File: config.mk
export PLATFORM = sky130hd
export DESIGN_NAME = udiv_step
export DESIGN_NICKNAME = d
export VERILOG_FILES = /design/src/hdl/udiv_pkg.sv /design/src/hdl/udiv_step.sv
export SDC_FILE = /design/constraint.sdc
export NUM_CORES = 1
export LEC_CHECK = 0
export BUFFER_PORTS_ARGS = -buffer_cell sky130_fd_sc_hd__clkbuf_2
export CAP_MARGIN = 20
export CORE_AREA = 2 2 306 308
export DETAILED_ROUTE_END_ITERATION = 10
export DIE_AREA = 0 0 308 310
export GPL_TIMING_DRIVEN = 0
export HOLD_SLACK_MARGIN = 0.06
export PLACE_DENSITY = 0.54
export SETUP_SLACK_MARGIN = 0.05
export SYNTH_ARGS = -nofsm -noshare
export SYNTH_HDL_FRONTEND = slang
export SYNTH_SLANG_ARGS = --single-unit
File: constraint.sdc
create_clock -name clk -period 1.17 [get_ports clk]
set_clock_uncertainty 0.05 [all_clocks]
set_input_delay 0.1755 -clock clk [delete_from_list [all_inputs] [get_ports clk]]
set_output_delay 0.1755 -clock clk [all_outputs]
set_load 0.05 [all_outputs]
File: src/hdl/udiv_pkg.sv
package udiv_pkg;

	localparam int unsigned WordBits = 128;
	localparam int unsigned HalfBits = 64;
	localparam int unsigned StepCount = WordBits;

	typedef logic [WordBits-1:0] word_t;

	typedef struct packed {
		word_t num;
		word_t rem;
		word_t den;
		logic  zero;
	} udiv_work_t;

	typedef struct packed {
		logic [2*WordBits-1:0] data;
		logic                  zero;
	} udiv_result_t;

endpackage

File: src/hdl/udiv_step.sv
module udiv_step (
	input  logic                clk,
	input  logic                arst_n,
	input  logic                en,
	input  logic                in_valid,
	input  udiv_pkg::udiv_work_t in_work,
	output logic                out_valid_s,
	output udiv_pkg::udiv_work_t out_work_s
);
	import udiv_pkg::*;

	logic [WordBits:0]   shifted;
	logic [WordBits+1:0] diff;
	logic                ge;
	udiv_work_t          next_work;

	always_comb begin
		shifted   = {in_work.rem, in_work.num[WordBits-1]};
		diff      = {1'b0, shifted} - {2'b00, in_work.den};
		ge        = ~diff[WordBits+1];
		next_work = in_work;
		next_work.num = {in_work.num[WordBits-2:0], ge};
		next_work.rem = ge ? diff[WordBits-1:0] : shifted[WordBits-1:0];
	end

	always_ff @(posedge clk or negedge arst_n) begin
		if (!arst_n) begin
			out_valid_s <= 1'b0;
		end else if (en) begin
			out_valid_s <= in_valid;
		end
	end

	always_ff @(posedge clk) begin
		if (en) begin
			out_work_s <= next_work;
		end
	end

endmodule

==> impl_summary.log, run 1 <==
INFO  metric critical_path.endpoint_type = flip-flop
INFO  metric synth-main-ff-cell = sky130_fd_sc_hd__edfxtp_1
INFO  metric layout.filler_cells = 8,288
INFO  metric first_global_vias = 22,700
INFO  metric gr-total-overflow = 0
INFO  metric hold_class = input port to flip-flop
INFO  metric static-leakage-power = 17.3 nW
INFO  metric slew_headroom = 0.449
INFO  metric synth_cell_types = 81
INFO  metric htreeDepth = 2
INFO  metric start_util = 0.238
INFO  metric drtIter0Drc = approximately 1,600
INFO  metric die_width = 308 µm
INFO  metric final_max_slew_viol_count = 0
INFO  metric combPwrFrac = 0.409
INFO  metric cts.sink_count = 386
INFO  metric r2r.worst_path.cells = 1
INFO  metric postRouteWirelength = 110,000 µm
INFO  metric cp-start-kind = input port
INFO  metric global_route_wire_length_before_repair = 151,000 µm
INFO  metric drt_pass1_iterations = 5
INFO  metric syn-cell-area = between 20,000 and 25,000 µm²
INFO  metric cts.reportedPaths.clkPinSlew = 0.06 ns
INFO  metric layout-drive-gt1-share = 0.431
INFO  metric syn_nets = ~2,700
INFO  metric synth.yosys.warnings = 0
INFO  metric clock_power_share = 0.267
INFO  metric count_of_maximum_capacitance_violations = 0
INFO  metric worstMarginPinSlew = 0.818 ns
INFO  metric fraction_of_power_consumed_by_sequential_logic = 0.323
INFO  metric rsz0062_at_grt = yes
INFO  metric arrival = 3.57 ns
INFO  metric cts_buffer_depth = 3
INFO  metric die_h = 310 µm
INFO  metric core_area = 92,500 µm²
INFO  metric tritoncts = yes
INFO  metric critPathRequiredTime = between 1.5 and 2 ns
INFO  metric cts_hold_buffers = 385
INFO  metric mean_post_synth_cell_area = 10.3 µm²
INFO  metric finalHoldViolations = 3
INFO  metric die-area = 95,500 µm²
INFO  metric dpl-instance-area = 28,300 µm²
INFO  metric critPathSlowestCell = sky130_fd_sc_hd__fa_2
INFO  metric multi_input_comb_area = approximately 12,000 µm²
INFO  metric layout_min_cycle_time = between 3 and 4 ns
INFO  metric holdPathStages = 1
INFO  metric report.final.setup_viol = around 520
INFO  metric area_delta_synth_final = 91.9%
INFO  metric power.density_cell_area = 1310 nW/µm²
INFO  metric synth_edf_count = 385
INFO  metric tritoncts.num_buffers = 47
INFO  metric critical_path_peak_fanout = 3
INFO  metric fin_nets = 4,002
INFO  metric finalPower = 55.3 mW
INFO  metric power.net_switching = slightly above 20 mW
INFO  metric run_status = complete, but fails checks
INFO  metric yosysSeqAreaShare = 0.527
INFO  metric detail-route-antenna-nets = 0
INFO  metric hold-worst-slack = -0.242 ns
INFO  metric period_share = 2.72
INFO  metric finalNonFillerCells = 4,728
INFO  metric cp_common_cell = sky130_fd_sc_hd__buf_4
INFO  metric tns = -316.69 ns
INFO  metric setup.reg_to_reg.worst_slack = 0.33 ns
INFO  metric synthCells = 2,138
INFO  metric number_of_buffer_cells_added_on_primary_ports = 774
INFO  metric area.sequential = 11,600 µm²
INFO  metric max_freq = 314 MHz
INFO  metric root_driver = sky130_fd_sc_hd__clkbuf_16
INFO  metric critical_hold_path_startpoint = in_work[1]
INFO  metric design.portCount = 775
INFO  metric post_detailed_route_via_to_cell_ratio = 4.77
INFO  metric track_usage = 0.214
INFO  metric grt_max_degree = 100
INFO  metric route.detailed.wl_per_inst = 23.2 µm
INFO  metric crit_path_cell_trace = clkbuf_16 -> inv_12 -> ha_4 -> inv_2 -> fa_2 -> a211oi_2 -> o211ai_2 -> buf_4 -> a41oi_4 -> o211ai_1 -> buf_4 -> o211a_4 -> o211ai_1 -> buf_4 -> buf_6 -> a21oi_4 -> o21ai_4 -> a21oi_2 -> o21a_1 -> o31ai_2
INFO  metric final_area = 42,200 µm²
INFO  metric gp_routability_congestion = 0.881
INFO  metric crit_path_max_incr_delay = 0.37 ns
INFO  metric sw_frac_of_total = 0.367
INFO  metric row_count = between 100 and 150
INFO  metric async_flop_share = 0.00259
INFO  metric violations = negative hold slack, negative setup slack
INFO  metric dr_vias = between 20,000 and 25,000
INFO  metric p_int = 35.0 mW
INFO  metric critical_path.startpoint = in_work[384]
INFO  metric power.ir.vdd_worst = 0.965 mV
INFO  metric timing.setup.critical_path_class = input port to flip-flop
INFO  metric antenna_violations_before_repair = 15
INFO  metric post-route-drc-count = 0
INFO  metric postSynthRegisterBits = between 300 and 400
INFO  metric clock_latency = 0.61 ns
INFO  metric setup_slack = -2.01 ns
INFO  metric numPlacedInstances = 4,113
INFO  metric r2r-start = out_valid_s
INFO  metric place.detailed.hpwl = 77,300 µm
## area by class of cell
| type | count | area share |
|---|---|---|
| clock buffer | 57 | 0.0293 |
| timing repair inverter | 2 | 0.000979 |
| antenna | 11 | 0.000653 |
| multi-input combinational | 1497 | 0.296 |
| buffer | 56 | 0.0155 |
| clock inverter | 28 | 0.00671 |
| inverter | 172 | 0.0172 |
| sequential | 386 | 0.275 |
| timing repair buffer | 1322 | 0.323 |
| tap | 1197 | 0.0355 |
## Yosys cell counts (all sizes together), types with 6 or more instances
library cell    n  area share
nand2b         17      0.0048
xor2           51       0.020
or2             7      0.0020
a31oi          12      0.0041
o31ai          13      0.0044
nor3           27      0.0062
buf            33      0.0085
nand3          17      0.0039
clkbuf         50      0.0085
a21boi         13      0.0044
a21o           60       0.021
inv           172       0.030
o211ai          8      0.0030
and2            6      0.0017
nor2          205       0.035
edfxtp        385        0.53
xnor2          68       0.027
or3            12      0.0034
nand2         190       0.032
a211o           6      0.0024
a21oi         299       0.068
nor4           12      0.0034
nor2b          11      0.0031
o21ai         143       0.033
nand4          57       0.017
o21a           21      0.0072
ha            128       0.073
a211oi          6      0.0025
o21bai         35       0.012
## final timing paths
check,end
worst max-delay path,out_work_s[253]
worst min-delay path,out_work_s[1]
worst max register to register,out_valid_s
worst min register to register,out_valid_s
max in group asynchronous,out_valid_s
min in group asynchronous,out_valid_s
## sequential cells by signal (all words and copies together), names as in the netlist
name and cells:
out_work_s 385, out_valid_s 1
## metrics by stage
step / util / setup slack [ns]
after detailed placement: 0.306 / -3.86
after CTS: 0.435 / -1.98
after global routing: 0.456 / -2.05
after global placement: 0.305 / -7.58
after floorplan: - / -1.81
final: 0.456 / -2.01
## critical path, delay by kind of cell
family          cells  cell delay [ns]
buf+inv             7             0.88
compound gates     11             2.00
fa+ha+maj           2             0.49
## repair_timing
| item | in CTS | in global routing |
|---|---|---|
| pin swaps | 94 | 129 |
| gates resized for setup | 1181 | 490 |
| endpoints found under the setup margin | 733 | 806 |
| buffers inserted | 79 | 59 |
| hold endpoints to repair | 481 | 3 |
| gates cloned | 24 | 11 |
## kinds of logic (layout without fill, tap and decap cells)
family	after synthesis	in the layout	share of synthesized area
buf+inv	255	1637	0.0465
flops	386	386	0.527
compound gates	668	668	0.185
fa+ha+maj	129	129	0.0738
mux	4	4	0.00199
xor+xnor	119	119	0.0474
simple gates	577	577	0.118
other cells	0	11	0
## power by group through the flow
| stage | Sequential (mW) | Clock (mW) | Combinational (mW) |
|---|---|---|---|
| after global placement | 17.9 | 0 | 15.6 |
| after CTS | 17.7 | 15.1 | 21.2 |
| after floorplan | 22.9 | 0 | 5.48 |
| final | 17.9 | 14.8 | 22.6 |
| after global routing | 18.0 | 15.6 | 23.7 |
| after detailed placement | 17.7 | 0 | 15.6 |
## layout by cell type (no fill, tap or decap), drive strengths merged, types with 128 or more instances in the layout
master       netlist  routed
clkbuf            50     695
edfxtp           385     385
dlygate4sd3        0     384
buf               33     355
a21oi            299     299
nor2             205     205
nand2            190     190
inv              172     178
o21ai            143     143
ha               128     128
## per-layer routing
metal | track usage | wire length (µm) | vias up
li1 | - | - | 10600
met5 | 0 | 103 | -
met3 | 0.0500 | 8330 | 156
met1 | 0.253 | 41900 | 11100
met4 | 0.0683 | 4090 | 14
met2 | 0.381 | 55200 | 788
Power figures use the tool's default switching activity.
==> inputs of run 2 (changes only) <==
- PLACE_DENSITY: 0.54 -> default
- PLACE_DENSITY_LB_ADDON: default -> 0.1
==> run 2 against run 1 <==
Compared with the run above: highest routed layer unchanged; via count down 1.2%; clock power fell by 6%; wire length shrank 3.5%; the flow still finishes with violations (negative hold slack, negative setup slack); worst hold slack gained 0.0011 ns; power fell by 2.5%; sequential power barely moved; largest power group unchanged; first-iteration DRC count is 2.9% lower; non-clock buffer count is 9 lower; critical path depth fell by 3; critical endpoint is now out_work_s[229].
==> impl_summary.log, run 2 (same netlist as run 1, synthesis figures left out) <==
INFO  metric tritoncts.num_buffers = 46
INFO  metric finalHoldViolations = 9
INFO  metric setup.reg_to_reg.worst_slack = approximately 0.18 ns
INFO  metric max_freq = 318 MHz
INFO  metric r2r.worst_path.cells = 2
INFO  metric track_usage = 0.209
INFO  metric critical_path_peak_fanout = 8
INFO  metric fin_nets = 3,990
INFO  metric postRouteWirelength = ~110,000 µm
INFO  metric critical_path.endpoint_type = flip-flop
INFO  metric registers.top_by_ff_count = out_work_s
INFO  metric critical-path-top-delay-family = compound AO/OA/AOI/OAI gates
INFO  metric reg.largest.list = out_work_s x385, out_valid_s x1
INFO  metric numPlacedInstances = around 4,100
INFO  metric count_of_maximum_capacitance_violations = 0
INFO  metric dr_vias = between 20,000 and 25,000
INFO  metric report.final.setup_viol = 515
INFO  metric preCtsSetupSlack = -3.64 ns
INFO  metric die-area = approximately 95,000 µm²
INFO  metric finalPower = 53.9 mW
INFO  metric final_max_slew_viol_count = 0
INFO  metric cts.sink_count = 386
INFO  metric first_global_vias = between 20,000 and 25,000
INFO  metric finalNonFillerCells = approximately 4,700
INFO  metric drt_pass1_iterations = 5
INFO  metric worstMarginPinSlew = 0.981 ns
INFO  metric run_status = complete, but fails checks
INFO  metric post_detailed_route_via_to_cell_ratio = 4.73
INFO  metric row_count = 112
INFO  metric grt_max_degree = 107
INFO  metric layout.filler_cells = ~8,700
INFO  metric worstReg2RegEnd = out_valid_s
INFO  metric setup_slack = -1.98 ns
INFO  metric die_h = approximately 310 µm
INFO  metric timing.critical_path.depth = 17
INFO  metric power.ir.vdd_worst = 1.03 mV
INFO  metric critPathSlowestCell = sky130_fd_sc_hd__o31a_4
INFO  metric critical_path.startpoint = in_work[139]
INFO  metric cp-start-kind = input port
INFO  metric drtIter0Drc = about 1,600
INFO  metric layout-drive-gt1-share = 0.425
INFO  metric route.detailed.wl_per_inst = 22.5 µm
INFO  metric timing.critical_path.to = out_work_s[229]
INFO  metric tns = -329.63 ns
INFO  metric arrival = 3.46 ns
INFO  metric hold-worst-slack = -0.241 ns
INFO  metric cts_buffer_depth = 3
INFO  metric tritoncts = yes
INFO  metric crit_path_max_incr_delay = 0.43 ns
INFO  metric slew_headroom = 0.340
INFO  metric place.detailed.hpwl = 78,100 µm
INFO  metric crit_path_cell_trace = buf_8 -> ha_4 -> a21oi_4 -> a21boi_1 -> a311o_1 -> a41oi_4 -> a2111o_1 -> a21oi_4 -> o31a_4 -> a31oi_4 -> buf_12 -> clkinv_16 -> buf_16 -> buf_12 -> buf_16 -> nor2_4 -> a21oi_2
INFO  metric cts.reportedPaths.clkPinSlew = about 0.060 ns
INFO  metric timing.setup.critical_path_class = input port to flip-flop
INFO  metric critPathRequiredTime = between 1 and 1.5 ns
INFO  metric mostFrequentLayoutCell = sky130_fd_sc_hd__dlygate4sd3_1
INFO  metric number_of_buffer_cells_added_on_primary_ports = ~770
INFO  metric violations = negative hold slack, negative setup slack
INFO  metric critical_hold_path_startpoint = in_work[1]
INFO  metric power.density_cell_area = 1300 nW/µm²
INFO  metric htreeDepth = 2
INFO  metric hold_class = input port to flip-flop
INFO  metric static-leakage-power = 17.0 nW
INFO  metric post-route-drc-count = 0
INFO  metric design.portCount = 775
INFO  metric area_delta_synth_final = 89.2%
INFO  metric largest_reg_flops = 385
INFO  metric core_area = 92,500 µm²
INFO  metric most-common-layout-cells = 388 x sky130_fd_sc_hd__dlygate4sd3_1, 385 x sky130_fd_sc_hd__edfxtp_1, 375 x sky130_fd_sc_hd__clkbuf_2, 261 x sky130_fd_sc_hd__clkbuf_8, 167 x sky130_fd_sc_hd__a21oi_1
INFO  metric rsz0062_at_grt = yes
INFO  metric global_route_wire_length_before_repair = 150,000 µm
INFO  metric die_width = 308 µm
INFO  metric clock_latency = 0.61 ns
INFO  metric r2r-start = out_valid_s
INFO  metric detail-route-antenna-nets = 0
INFO  metric gp_routability_congestion = 0.837
INFO  metric worst-path-buf-inv = 6
INFO  metric period_share = 2.69
INFO  metric antenna_violations_before_repair = 12
INFO  metric root_driver = sky130_fd_sc_hd__clkbuf_16
INFO  metric start_util = 0.238
INFO  metric layout_min_cycle_time = 3.15 ns
INFO  metric gr-total-overflow = 0
==> run 2: changes by cell type in the layout (fill, tap and decap cells not counted), sizes merged, moves of 3 or more <==
| cell | previous run | this run |
|---|---|---|
| buf | 355 | 308 |
| clkbuf | 695 | 729 |
| clkinv | 16 | 23 |
| clkinvlp | 4 | 1 |
| diode | 11 | 3 |
| dlygate4sd3 | 384 | 388 |
| inv | 178 | 173 |
==> run 2: where the power goes <==
group	internal (mW)	switching, mW
clock network	7.82	6.06
logic	9.23	12.9
registers	17.1	0.778
==> run 2: worst reg2reg max path, delay by kind of cell (launching register included) <==
family / cells / cell delay, ns
flip-flops: 1 / 0.40
multiplexers: 1 / 0.27
buffers and inverters: 1 / 0.15
==> run 2: metal layers <==
| layer | vias to the layer above | part of all wire | GRT usage |
|---|---|---|---|
| li1 | 10500 | - | - |
| met1 | 10900 | 0.40 | 0.246 |
| met2 | 734 | 0.51 | 0.378 |
| met3 | 126 | 0.061 | 0.0439 |
| met4 | 8 | 0.027 | 0.0681 |
| met5 | - | 0.00061 | 0 |
==> run 2: area by class of cell <==
class	instances	area, µm²	area share
antenna	3	7.51	0.000181
timing repair buffer	1299	13200	0.318
inverter	172	724	0.0174
sequential	386	11600	0.279
buffer	70	746	0.0179
tap	1197	1500	0.0360
clock inverter	27	203	0.00488
multi-input combinational	1497	12400	0.298
clock buffer	57	1210	0.0292
==> run 2: repair_timing <==
| item | in CTS | in global routing |
|---|---|---|
| pin swaps | 88 | 93 |
| gates cloned | 20 | 5 |
| hold buffers | 384 | 4 |
| setup endpoints to repair | 635 | 515 |
| gates resized for setup | 1189 | 448 |
| setup buffers | 67 | 54 |
| hold endpoints to repair | 443 | 40 |
==> run 2: worst min path at each step <==
| stage | slack, ns | cells after the start | end |
|---|---|---|---|
| 2_1_floorplan | -0.17 | 0 | out_valid_s |
| 3_3_place_gp | -0.1 | 1 | out_valid_s |
| 3_5_place_dp | -0.09 | 1 | out_valid_s |
| 4_1_cts | -0.33 | 1 | out_work_s[2] |
| 5_1_grt | -0.28 | 1 | out_work_s[1] |
| 6_report | -0.24 | 1 | out_work_s[1] |
==> run 2: through the flow <==
| stage | instance area [µm²] | hold slack (ns) | util |
|---|---|---|---|
| final | 41600 | -0.241 | 0.449 |
| after global routing | 41600 | -0.279 | 0.449 |
| after CTS | 39800 | -0.330 | 0.431 |
| after detailed placement | 28300 | -0.0927 | 0.306 |
| after global placement | 28200 | -0.0986 | 0.305 |
| after floorplan | 22800 | -0.170 | - |
==> inputs of run 3 (changes only) <==
- PLACE_DENSITY: default -> 0.46
- PLACE_DENSITY_LB_ADDON: 0.1 -> default
==> run 3 against run 2 <==
Compared with the run above: the run still ends with negative hold slack, negative setup slack left; highest routed layer unchanged; power down 1.5%; die area did not move; flip-flop and latch count unchanged; critical path depth increased by 2; clock power decreased by 3%; sequential share of layout area grew 0.52 points; worst hold slack worse by 0.0073 ns; register-to-register slack improved by 0.19 ns; critical endpoint is now out_work_s[255].
==> impl_summary.log, run 3 (same netlist as run 1, synthesis figures left out) <==
INFO  metric number_of_buffer_cells_added_on_primary_ports = 774
INFO  metric layout_min_cycle_time = 3.15 ns
INFO  metric critical-path-top-delay-family = compound AO/OA/AOI/OAI gates
INFO  metric tritoncts.num_buffers = 46
INFO  metric count_of_maximum_capacitance_violations = 0
INFO  metric post-route-drc-count = 0
INFO  metric final_max_slew_viol_count = 0
INFO  metric clock_power_share = 0.254
INFO  metric p_int = 33.5 mW
INFO  metric crit_path_max_incr_delay = 0.37 ns
INFO  metric row_count = roughly 110
INFO  metric cp-start-kind = input port
INFO  metric cts.reportedPaths.clkPinSlew = 0.05 ns
INFO  metric report.final.setup_viol = 515
INFO  metric critPathSlowestCell = sky130_fd_sc_hd__o41ai_4
INFO  metric global_route_wire_length_before_repair = 149,000 µm
INFO  metric critical_path.endpoint_type = flip-flop
INFO  metric layout-drive-gt1-share = 0.405
INFO  metric place.detailed.hpwl = 77,400 µm
INFO  metric antenna_violations_before_repair = 12
INFO  metric postRouteWirelength = between 100,000 and 150,000 µm
INFO  metric detail-route-antenna-nets = 0
INFO  metric cts_buffer_depth = 3
INFO  metric numPlacedInstances = around 4,100
INFO  metric hold-worst-slack = -0.248 ns
INFO  metric arrival = 3.45 ns
INFO  metric drt_pass1_iterations = 5
INFO  metric run_status = complete, but fails checks
INFO  metric period_share = 2.69
INFO  metric hold_class = input port to flip-flop
INFO  metric fin_nets = 3,977
INFO  metric gr-total-overflow = 0
INFO  metric track_usage = 0.209
INFO  metric registers.top_by_ff_count = out_work_s
INFO  metric power.ir.vdd_worst = slightly below 0.9 mV
INFO  metric critical_hold_path_startpoint = in_work[1]
INFO  metric worstMarginPinSlew = 0.919 ns
INFO  metric rsz0062_at_grt = yes
INFO  metric first_global_vias = ~23,000
INFO  metric most-common-layout-cells = 387 x sky130_fd_sc_hd__clkbuf_2, 386 x sky130_fd_sc_hd__dlygate4sd3_1, 385 x sky130_fd_sc_hd__edfxtp_1, 278 x sky130_fd_sc_hd__clkbuf_8, 186 x sky130_fd_sc_hd__a21oi_1
INFO  metric die_width = roughly 310 µm
INFO  metric dr_vias = about 22,000
INFO  metric tritoncts = yes
INFO  metric die_h = 310 µm
INFO  metric gp_routability_congestion = 0.878
INFO  metric crit_path_cell_trace = clkbuf_16 -> inv_12 -> ha_4 -> inv_2 -> fa_2 -> a211oi_4 -> o211ai_4 -> nand4_4 -> a311oi_4 -> buf_6 -> a211oi_4 -> buf_12 -> o21ai_4 -> a41oi_4 -> o41ai_4 -> buf_6 -> a311oi_4 -> xor2_1 -> o21ai_1
INFO  metric root_driver = sky130_fd_sc_hd__clkbuf_16
INFO  metric critical_path_peak_fanout = 4
INFO  metric setup_slack = -1.98 ns
INFO  metric reg.largest.list = out_work_s x385, out_valid_s x1
INFO  metric clock_latency = about 0.60 ns
INFO  metric cts.sink_count = 386
INFO  metric mostFrequentLayoutCell = sky130_fd_sc_hd__clkbuf_2
INFO  metric violations = negative hold slack, negative setup slack
INFO  metric finalHoldViolations = 3
INFO  metric r2r-start = out_valid_s
INFO  metric sw_frac_of_total = 0.368
INFO  metric area_delta_synth_final = 85.8%
INFO  metric grt_max_degree = 113
INFO  metric critical_path.startpoint = in_work[384]
INFO  metric die-area = 95,500 µm²
INFO  metric max_freq = 317 MHz
INFO  metric critPathRequiredTime = approximately 1.5 ns
INFO  metric fraction_of_power_consumed_by_sequential_logic = 0.336
INFO  metric design.portCount = ~780
INFO  metric worst-path-buf-inv = 6
INFO  metric core_area = 92,500 µm²
INFO  metric static-leakage-power = 16.8 nW
INFO  metric setup.reg_to_reg.worst_slack = about 0.37 ns
INFO  metric largest_reg_flops = 385
INFO  metric combPwrFrac = 0.410
INFO  metric power.density_cell_area = roughly 1300 nW/µm²
INFO  metric htreeDepth = 2
INFO  metric finalPower = ~53 mW
INFO  metric drtIter0Drc = 1,472
INFO  metric start_util = 0.238
INFO  metric post_detailed_route_via_to_cell_ratio = 4.71
INFO  metric timing.setup.critical_path_class = input port to flip-flop
INFO  metric power.net_switching = 19.5 mW
INFO  metric finalNonFillerCells = between 4,000 and 5,000
INFO  metric slew_headroom = 0.382
INFO  metric route.detailed.wl_per_inst = 22.4 µm
-- run 3: cell types whose count changed in the layout (fill, tap and decap cells not counted), moves of 10 or more --
| cell | before | now |
|---|---|---|
| sky130_fd_sc_hd__clkbuf_2 | 375 | 387 |
| sky130_fd_sc_hd__a21oi_2 | 106 | 84 |
| sky130_fd_sc_hd__nor2_1 | 96 | 125 |
| sky130_fd_sc_hd__buf_8 | 141 | 124 |
| sky130_fd_sc_hd__nand2_4 | 13 | 2 |
| sky130_fd_sc_hd__nand2_1 | 153 | 168 |
| sky130_fd_sc_hd__a21oi_1 | 167 | 186 |
| sky130_fd_sc_hd__o21ai_2 | 19 | 29 |
| sky130_fd_sc_hd__clkbuf_8 | 261 | 278 |
| sky130_fd_sc_hd__nor2_4 | 94 | 64 |
-- run 3: final timing paths --
path,end,depth (start not counted)
setup / recovery,out_work_s[255],19
hold / removal,out_work_s[1],1
setup reg to reg,out_valid_s,1
hold reg to reg,out_valid_s,1
max in group asynchronous,out_valid_s,3
min in group asynchronous,out_valid_s,3
-- run 3: what timing repair did --
| action | 4_1_cts | 5_1_grt |
|---|---|---|
| setup buffers | 80 | 33 |
| endpoints found under the setup margin | 592 | 515 |
| resized for setup | 1147 | 302 |
| hold buffers | 384 | 2 |
| pin swaps | 75 | 58 |
| endpoints found under the hold margin | 465 | 22 |
| gates cloned | 17 | 3 |
-- run 3: per-layer routing --
metal	part of all wire	track usage	vias to the layer above
met5	0.00045	0	-
met4	0.033	0.0700	8
met3	0.062	0.0386	126
met2	0.49	0.366	756
met1	0.41	0.259	10700
li1	-	-	10500
-- run 3: final cells by class --
type / count / area, µm²
Antenna cell: 5 / 12.5
Buffer: 64 / 694
Clock buffer: 61 / 1210
Clock inverter: 16 / 150
Fill cell: 8664 / 51700
Inverter: 172 / 722
Multi-Input combinational cell: 1497 / 12000
Sequential cell: 386 / 11600
Tap cell: 1197 / 1500
Timing Repair Buffer: 1291 / 13000
Timing Repair inverter: 1 / 16.3
-- run 3: metrics by stage --
step / worst slack, ns / hold WS, ns / util / TNS [ns] / area [µm²]
floorplan: -1.81 / -0.170 / - / -215.80 / 22800
detailed placement: -3.74 / -0.0987 / 0.306 / -604.82 / 28300
finish: -1.98 / -0.248 / 0.441 / -326.40 / 40800
CTS: -1.94 / -0.338 / 0.429 / -336.65 / 39700
global route: -2.00 / -0.283 / 0.441 / -354.85 / 40800
global placement: -7.60 / -0.0974 / 0.305 / -3165.34 / 28200
-- run 3: power groups by stage --
| stage | combinational, mW | sequential (mW) | clock, mW |
|---|---|---|---|
| 6_report | 21.8 | 17.8 | 13.5 |
| 5_1_grt | 22.8 | 17.9 | 14.4 |
| 4_1_cts | 20.8 | 17.7 | 13.9 |
| 3_5_place_dp | 15.6 | 17.7 | 0 |
| 3_3_place_gp | 15.6 | 17.9 | 0 |
| 2_1_floorplan | 5.48 | 22.9 | 0 |
